**src/hdl/pfb_pkg.sv**
```systemverilog
// Shared types and constants for the packed 12-bit frame buffer.
`default_nettype none
package pfb_pkg;

    // Field widths
    localparam int COORD_W = 9;
    localparam int COLOR_W = 12;
    localparam int PROD_W  = 2 * COORD_W;
    localparam int NIB_W   = PROD_W + 3;

    // Operation codes
    localparam logic [1:0] OP_WRITE = 2'd0;
    localparam logic [1:0] OP_READ  = 2'd1;
    localparam logic [1:0] OP_MONO  = 2'd2;
    localparam logic [1:0] OP_FILL  = 2'd3;

    // Configuration register indexes
    localparam logic [1:0] REG_WIDTH  = 2'd0;
    localparam logic [1:0] REG_HEIGHT = 2'd1;
    localparam logic [1:0] REG_FG     = 2'd2;
    localparam logic [1:0] REG_BG     = 2'd3;

    // Memory address selection
    localparam logic [2:0] ADDR_LO    = 3'd0;
    localparam logic [2:0] ADDR_HI    = 3'd1;
    localparam logic [2:0] ADDR_MERGE = 3'd2;
    localparam logic [2:0] ADDR_FULL  = 3'd3;
    localparam logic [2:0] ADDR_FILL  = 3'd4;

    // Memory write data selection
    localparam logic [1:0] WR_FULL  = 2'd0;
    localparam logic [1:0] WR_MERGE = 2'd1;
    localparam logic [1:0] WR_FILL  = 2'd2;

    // Commands from the controller to the datapath
    typedef struct packed {
        logic       load_in;
        logic       do_mul;
        logic       do_addr;
        logic       mem_rd;
        logic       mem_wr;
        logic [2:0] addr_sel;
        logic [1:0] wr_sel;
        logic       keep_lo;
        logic       fill_clear;
        logic       fill_adv;
        logic       out_load;
    } pfb_cmd_t;

    // Status from the datapath to the controller
    typedef struct packed {
        logic [1:0] op;
        logic       in_frame;
        logic       fill_more;
    } pfb_sts_t;

endpackage
`default_nettype wire

```
**src/hdl/pfb_ctrl.sv**
```systemverilog
// Controller: sequences each transaction through multiply, memory accesses and result.
`default_nettype none
module pfb_ctrl (
    input  wire logic              clk,
    input  wire logic              rst_n,
    input  wire logic              in_valid,
    output logic                   in_ready,
    output logic                   out_valid,
    input  wire logic              out_ready,
    input  wire pfb_pkg::pfb_sts_t sts,
    output pfb_pkg::pfb_cmd_t      cmd
);
    import pfb_pkg::*;

    localparam logic [3:0] S_IDLE = 4'd0;
    localparam logic [3:0] S_MUL  = 4'd1;
    localparam logic [3:0] S_ADDR = 4'd2;
    localparam logic [3:0] S_RD_A = 4'd3;
    localparam logic [3:0] S_RD_B = 4'd4;
    localparam logic [3:0] S_WR_A = 4'd5;
    localparam logic [3:0] S_WR_B = 4'd6;
    localparam logic [3:0] S_WR_C = 4'd7;
    localparam logic [3:0] S_FILL = 4'd8;
    localparam logic [3:0] S_DONE = 4'd9;

    logic [3:0] state_reg, state_next;
    logic       out_valid_reg, out_valid_next;
    logic       accept;

    assign in_ready  = (state_reg == S_IDLE);
    assign accept    = in_valid && in_ready;
    assign out_valid = out_valid_reg;

    // Next state and commands
    always_comb
    begin
        state_next     = state_reg;
        out_valid_next = out_valid_reg && !out_ready;
        cmd            = '0;
        cmd.addr_sel   = ADDR_LO;
        cmd.wr_sel     = WR_FULL;

        case (state_reg)
            S_IDLE:
            begin
                if (accept)
                begin
                    cmd.load_in = 1'b1;
                    state_next  = S_MUL;
                end
            end
            S_MUL:
            begin
                cmd.do_mul = 1'b1;
                state_next = S_ADDR;
            end
            S_ADDR:
            begin
                cmd.do_addr    = 1'b1;
                cmd.fill_clear = 1'b1;
                if (sts.op == OP_FILL)
                begin
                    state_next = S_FILL;
                end
                else if (!sts.in_frame)
                begin
                    state_next = S_DONE;
                end
                else if (sts.op == OP_READ)
                begin
                    state_next = S_RD_A;
                end
                else
                begin
                    state_next = S_WR_A;
                end
            end
            S_RD_A:
            begin
                cmd.mem_rd   = 1'b1;
                cmd.addr_sel = ADDR_LO;
                state_next   = S_RD_B;
            end
            S_RD_B:
            begin
                cmd.mem_rd   = 1'b1;
                cmd.addr_sel = ADDR_HI;
                cmd.keep_lo  = 1'b1;
                state_next   = S_DONE;
            end
            S_WR_A:
            begin
                cmd.mem_rd   = 1'b1;
                cmd.addr_sel = ADDR_MERGE;
                state_next   = S_WR_B;
            end
            S_WR_B:
            begin
                cmd.mem_wr   = 1'b1;
                cmd.addr_sel = ADDR_FULL;
                cmd.wr_sel   = WR_FULL;
                state_next   = S_WR_C;
            end
            S_WR_C:
            begin
                cmd.mem_wr   = 1'b1;
                cmd.addr_sel = ADDR_MERGE;
                cmd.wr_sel   = WR_MERGE;
                state_next   = S_DONE;
            end
            S_FILL:
            begin
                if (sts.fill_more)
                begin
                    cmd.mem_wr   = 1'b1;
                    cmd.addr_sel = ADDR_FILL;
                    cmd.wr_sel   = WR_FILL;
                    cmd.fill_adv = 1'b1;
                end
                else
                begin
                    state_next = S_DONE;
                end
            end
            S_DONE:
            begin
                // Hand the result over once the output register is free
                if (!out_valid_reg || out_ready)
                begin
                    cmd.out_load   = 1'b1;
                    out_valid_next = 1'b1;
                    state_next     = S_IDLE;
                end
            end
            default:
            begin
                state_next = S_IDLE;
            end
        endcase
    end

    // State and output valid registers
    always_ff @(posedge clk or negedge rst_n)
    begin
        if (!rst_n)
        begin
            state_reg     <= S_IDLE;
            out_valid_reg <= 1'b0;
        end
        else
        begin
            state_reg     <= state_next;
            out_valid_reg <= out_valid_next;
        end
    end

    // The single memory port never reads and writes in one cycle
    a_port_excl: assert property (@(posedge clk) disable iff (!rst_n)
        !(cmd.mem_rd && cmd.mem_wr))
        else $error("memory read and write in the same cycle");

    // An accepted transaction always starts the address multiply next
    a_accept_mul: assert property (@(posedge clk) disable iff (!rst_n)
        accept |=> (state_reg == S_MUL))
        else $error("accepted transaction did not start");

    // A new result appears only after the done state loaded it
    a_result_src: assert property (@(posedge clk) disable iff (!rst_n)
        $rose(out_valid_reg) |-> $past(state_reg == S_DONE))
        else $error("result valid without a finished transaction");

    // A merge write is always preceded by the write of the full byte
    a_merge_order: assert property (@(posedge clk) disable iff (!rst_n)
        (state_reg == S_WR_C) |-> $past(state_reg == S_WR_B))
        else $error("merge write out of order");

endmodule
`default_nettype wire

```
**config.mk**
```make
export PLATFORM = sky130hd
export DESIGN_NAME = pfb_ctrl
export DESIGN_NICKNAME = d
export VERILOG_FILES = /design/src/hdl/pfb_pkg.sv /design/src/hdl/pfb_ctrl.sv
export SDC_FILE = /design/constraint.sdc
export NUM_CORES = 1
export LEC_CHECK = 0
export BUFFER_PORTS_ARGS = -buffer_cell sky130_fd_sc_hd__buf_2
export CORE_AREA = 2 2 39 41
export DETAILED_ROUTE_END_ITERATION = 8
export DIE_AREA = 0 0 41 43
export GPL_TIMING_DRIVEN = 0
export PLACE_DENSITY = 0.66
export SETUP_SLACK_MARGIN = 0.02
export SYNTH_ARGS = -nofsm -noshare
export SYNTH_HDL_FRONTEND = slang
export SYNTH_SLANG_ARGS = --single-unit
```
**constraint.sdc**
```tcl
create_clock -name clk -period 1.74 [get_ports clk]
set_clock_uncertainty 0.15 [all_clocks]
set_input_delay 0.087 -clock clk [delete_from_list [all_inputs] [get_ports clk]]
set_output_delay 0.087 -clock clk [all_outputs]
set_load 0.02 [all_outputs]
```
==> results of run 1 <==
-- cell usage after synthesis (2+ instances only) --
library cell,n
or2b_1,3
nor3_1,2
o211ai_1,2
and3_1,2
and3b_1,2
a21oi_1,3
nor2_1,3
nor2b_1,3
nand2_1,2
inv_1,2
buf_6,3
dfrtp_1,5
nand2b_1,2
buf_4,3
-- path summary, 6_finish.rpt --
kind,startpoint,end,slack (ns),cells past startpoint
setup / recovery,state_reg[1]$_DFFE_PN0P_,cmd[9],0.07,4
hold reg to reg,out_valid$_DFF_PN0_,out_valid$_DFF_PN0_,0.42,2
hold / removal,rst_n,out_valid$_DFF_PN0_,0.02,2
setup reg to reg,state_reg[1]$_DFFE_PN0P_,state_reg[3]$_DFFE_PN0P_,0.31,4
min in group clk,out_ready,out_valid$_DFF_PN0_,0.04,3
max in group asynchronous,rst_n,state_reg[2]$_DFFE_PN0P_,1.27,2
-- power by group --
group	leakage, nW	internal, mW	switching (mW)	total [mW]
Sequential	0.0620	0.166	0.0581	0.224
Clock	0.0150	0.0870	0.0526	0.140
Combinational	0.290	0.361	0.452	0.813
-- cells by family after synthesis --
family / synth area share [%]
AO/OA/AOI/OAI: 22.3
flip-flops: 25.6
AND/OR/NAND/NOR: 38.2
buffers and inverters: 13.8
-- critical path: stages (launching register included) --
cell and delay (ns):
dfrtp_2 0.44, buf_4 0.18, and3b_1 0.21, or2_1 0.20, buf_2 0.15
-- stage by stage --
| step | hold slack (ns) | power [mW] | instance area, um2 | cells | worst slack, ns |
|---|---|---|---|---|---|
| 2_1_floorplan | -0.359 | 0.787 | 494 | 56 | 0.163 |
| 3_3_place_gp | -0.248 | 0.966 | 629 | 95 | 0.300 |
| 3_5_place_dp | -0.246 | 0.973 | 629 | 95 | 0.293 |
| 4_1_cts | 0.0205 | 1.12 | 666 | 100 | 0.0209 |
| 5_1_grt | 0.0584 | 1.26 | 706 | 104 | 0.0114 |
| 6_report | 0.0232 | 1.18 | 706 | 104 | 0.0669 |
-- layer usage --
metal,GRT usage [%],share of wire [%]
met5,0,0
met4,6.00,1.1
met3,6.28,6.0
met2,21.9,48
met1,18.3,45
-- area by class of cell --
| cell class | instances | share of cell area (%) |
|---|---|---|
| plain buffers | 6 | 7.98 |
| multi-input cells | 42 | 43.4 |
| clock buffers | 4 | 3.72 |
| flip-flops and latches | 5 | 18.1 |
| inverters | 3 | 1.60 |
| well taps | 16 | 2.84 |
| repair buffers | 28 | 22.3 |
-- repair_timing --
action                     CTS  global route
hold buffers                 1             0
gates resized for setup      0             5
setup endpoints to repair    0             5
hold endpoints to repair     5             0
buffers inserted             0             4
==> impl_metrics.csv, run 1 <==
group,metric,value,unit
timing,setup_viol,0,
die,io_pins,24,
finish,largest_reg_flops,4,
yosys,synth.area.top_cells,"dfrtp_1 26%, buf_6 6.9%, buf_4 4.6%",
timing,tightest_slew,0.316,ns
timing,tns,0,ns
clock_tree,cts_htree_levels,1,
yosys,ys_ff_latch,5,
route,ant_nets,0,
clock_tree,cts-root-buf,"clkbuf_4",
critical_path,crit_required,1.50,ns
placement,dp_hpwl,874,um
run,drv_cap,0,
critical_path,critPathCaptureType,"primary output",
hold_path,hold_path_class,"primary input to async pin",
finish,nets,97,
run_status,status,"completed",
route,drtIter0Drc,1,
clock_tree,cts_buffers,3,
timing,rsz0062_at_grt,"true",
clock_tree,cts_tree,"yes",
power_and_ir_drop,leakage,0.367,nW
power_and_ir_drop,powerDensity,1670,nW/um2
yosys,synth-edff-count,0,
yosys,synth_top_area_share,25.6,%
placement,port_buffers,23,
critical_path,cp_data_arrival_time,1.44,ns
timing,hold_viol,0,
placement,globalplace.congestion,0.758,
critical_path,setup.worst_path.start_class,"register",
yosys,yosysUniqueCellTypes,33,
die,die_area,1760,um2
clock_tree,clock-sinks,5,
finish,final_cell_mix,"22 x buf_2, 8 x buf_4",
yosys,synthCells,56,
finish,multi_input_area,307,um2
finish,final-seq-area,128,um2
route,routedWlPerCell,11.7,um
critical_path,worstSetupPathType,"register to primary output",
finish,final_core_util,51.0,%
critical_path,critPathMaxFanout,10,
global_routing,grt_first_pass_wirelength,1.75,mm
yosys,syn_area_per_cell,8.71,um2
timing,maxSlewHeadroom,78.8,%
die,core-area,1380,um2
global_routing,grt_max_degree,11,
finish,fillers,143,
global_routing,antenna_found_initial,0,
yosys,synth_top_area_cell,"dfrtp_1",
clock_tree,clockBufferDepth,2,
die,die_w,41,um
clock_tree,clk-insertion-delay-late,0.25,ns
yosys,synth_seq_area_share,25.6,%
die,rows,14,
die,start_util,35.3,%
finish,area_growth,44.6,%
power_and_ir_drop,ir_worst_vdd,897,uV
yosys,synthArstFlopShare,100,%
timing,max_freq,0.598,GHz
global_routing,gr-total-overflow,0,
timing,period_share,96.2,%
route,wl,1.22,mm
clock_tree,cts.reportedPaths.clkPinSlew,0.04,ns
finish,final_common_cell,"buf_2",
timing,slew_viol_final,0,
route,firstDrtPassIters,2,
route,drcViolationCount,0,
route,vias,523,
yosys,syn_area,488,um2
global_routing,grt_pass1_vias,441,
yosys,yosys_most_used_dff,"dfrtp_1",
yosys,ys_warn_count,0,
global_routing,grtUsageTotal,14.8,%
route,via_per_inst,5.03,
finish,drive_gt1_share,53.4,%
yosys,synth_fp_nets,64,
timing,min_period,1.67,ns
die,die-height,43,um
finish,diodes,0,
Power figures use the tool's default switching activity.
==> run 2: changes to the inputs <==
--- a/config.mk
+++ b/config.mk
@@ -9,7 +9,7 @@
 export CORE_AREA = 2 2 39 41
 export DETAILED_ROUTE_END_ITERATION = 8
 export DIE_AREA = 0 0 41 43
-export GPL_TIMING_DRIVEN = 0
+export GPL_TIMING_DRIVEN = 1
 export PLACE_DENSITY = 0.66
 export SETUP_SLACK_MARGIN = 0.02
 export SYNTH_ARGS = -nofsm -noshare
==> run 2 against run 1 <==
Cell area shrank 4.3%; sequential share of layout area increased by 0.99 points; power shrank 3.7%; core utilization decreased by 2.2 points; non-clock buffer count fell by 2; critical path type unchanged; highest routed layer is now met3.
==> impl_metrics.csv, run 2 (same netlist as run 1, synthesis figures left out) <==
group,metric,value,unit
timing,slew_viol_final,0,
route,vias,502,
critical_path,slowest_stage,"dfrtp_2",
global_routing,grt_first_pass_wirelength,1.81,mm
placement,dpl_cell_area,603,um2
timing,tns,0,ns
die,die_area,1760,um2
critical_path,crit_required,1.50,ns
clock_tree,cts_buffers,3,
clock_tree,clockBufferDepth,2,
timing,tightest_slew,0.317,ns
route,ant_nets,0,
timing,max_freq,0.613,GHz
finish,largest_reg_flops,4,
finish,final_cell_mix,"23 x buf_2, 8 x buf_4",
timing,hold_viol,0,
finish,diodes,0,
route,wl,1.17,mm
global_routing,gr-total-overflow,0,
critical_path,r2r_start,"state_reg[1]$_DFFE_PN0P_",
die,start_util,35.3,%
route,routedWlPerCell,11.5,um
die,die_w,41,um
timing,setup_viol,0,
timing,period_share,93.7,%
run_status,status,"completed",
clock_tree,cts_htree_levels,1,
route,drtIter0Drc,11,
critical_path,worstSetupPathType,"register to primary output",
run,drv_cap,0,
route,firstDrtPassIters,4,
placement,dp_hpwl,871,um
finish,final_core_util,48.8,%
critical_path,critPathMaxFanout,5,
critical_path,critPathCaptureType,"primary output",
critical_path,critical_path.cell_chain,"nand2b_1 > or2b_1 > nor2b_1 > buf_2",
finish,nets,95,
global_routing,grt_pass1_vias,460,
timing,rsz0062_at_grt,"true",
critical_path,setup.worst_path.start_class,"register",
power_and_ir_drop,leakage,0.352,nW
global_routing,antenna_found_initial,0,
finish,area_growth,38.5,%
clock_tree,clk-insertion-delay-late,0.24,ns
global_routing,grt_max_degree,12,
route,drcViolationCount,0,
power_and_ir_drop,powerDensity,1680,nW/um2
die,core-area,1380,um2
global_routing,grtUsageTotal,14.9,%
clock_tree,clock-sinks,5,
clock_tree,cts_tree,"yes",
finish,final_common_cell,"buf_2",
finish,drive_gt1_share,52.3,%
hold_path,hold_path_class,"primary input to async pin",
critical_path,cp_data_arrival_time,1.39,ns
clock_tree,cts-root-buf,"clkbuf_4",
clock_tree,cts.reportedPaths.clkPinSlew,0.04,ns
power_and_ir_drop,ir_worst_vdd,823,uV
route,via_per_inst,4.92,
timing,maxSlewHeadroom,78.8,%
timing,min_period,1.63,ns
die,io_pins,24,
die,rows,14,
critical_path,r2r-end,"state_reg[3]$_DFFE_PN0P_",
critical_path,reg2regPathDepth,4,
finish,fillers,139,
critical_path,r2r_slack,0.29,ns
placement,port_buffers,23,
finish,fin_area,676,um2
die,die-height,43,um
placement,globalplace.congestion,0.827,
critical_path,slowest_delay,0.43,ns
==> run 2: stage by stage <==
stage | power (mW) | setup WS, ns | hold WS, ns | std cells
after floorplan | 0.787 | 0.163 | -0.359 | 56
after global placement | 0.933 | 0.210 | -0.250 | 93
after detailed placement | 0.944 | 0.185 | -0.247 | 93
after CTS | 1.11 | 0.0295 | 0.0409 | 100
after global routing | 1.24 | 0.0184 | 0.0624 | 102
final | 1.13 | 0.110 | 0.0419 | 102
==> run 2: layer usage <==
layer / GRT usage [%] / routed length (um) / vias up
met1: 17.7 / 518 / 224
met4: 6.00 / 0 / 0
met2: 24.7 / 600 / 15
li1: - / - / 263
met5: 0 / 0 / -
met3: 3.14 / 53 / 0
==> run 2: layout make-up <==
type	count	area [um2]	share of cell area, %
clock buffer	4	26.3	3.89
inverter	3	11.3	1.67
multi-input combinational	42	304	45.0
sequential	5	129	19.1
tap	16	20.0	2.96
timing repair buffer	32	185	27.4
==> run 2: how the worst max path moves through the flow <==
stage	start	depth (start not counted)	slack, ns	end
floorplan	state_reg[2]$_DFFE_PN0P_	3	0.16	cmd[11]
global placement	state_reg[1]$_DFFE_PN0P_	4	0.21	cmd[0]
detailed placement	state_reg[1]$_DFFE_PN0P_	4	0.19	cmd[0]
CTS	state_reg[2]$_DFFE_PN0P_	4	0.03	cmd[0]
global route	state_reg[1]$_DFFE_PN0P_	4	0.02	cmd[0]
finish	state_reg[1]$_DFFE_PN0P_	4	0.11	cmd[0]
==> run 2: power by group <==
group | switching, mW | total (mW) | leakage, nW | internal [mW]
clock | 0.0429 | 0.129 | 0.0150 | 0.0864
combinational | 0.434 | 0.770 | 0.276 | 0.336
sequential | 0.0650 | 0.233 | 0.0609 | 0.168
==> run 2: timing repair <==
action                                  CTS  global route
gates resized for setup                   1             3
endpoints found under the setup margin    2             4
endpoints found under the hold margin     5             0
cloned                                    0             0
hold buffers                              1             0
buffers inserted                          2             2
==> run 2: worst max-delay path: cells and delay by family, from the launching register on <==
family                 cells  cell delay (ns)
buffers and inverters      1             0.16
AND/OR/NAND/NOR            3             0.56
flip-flops                 1             0.43
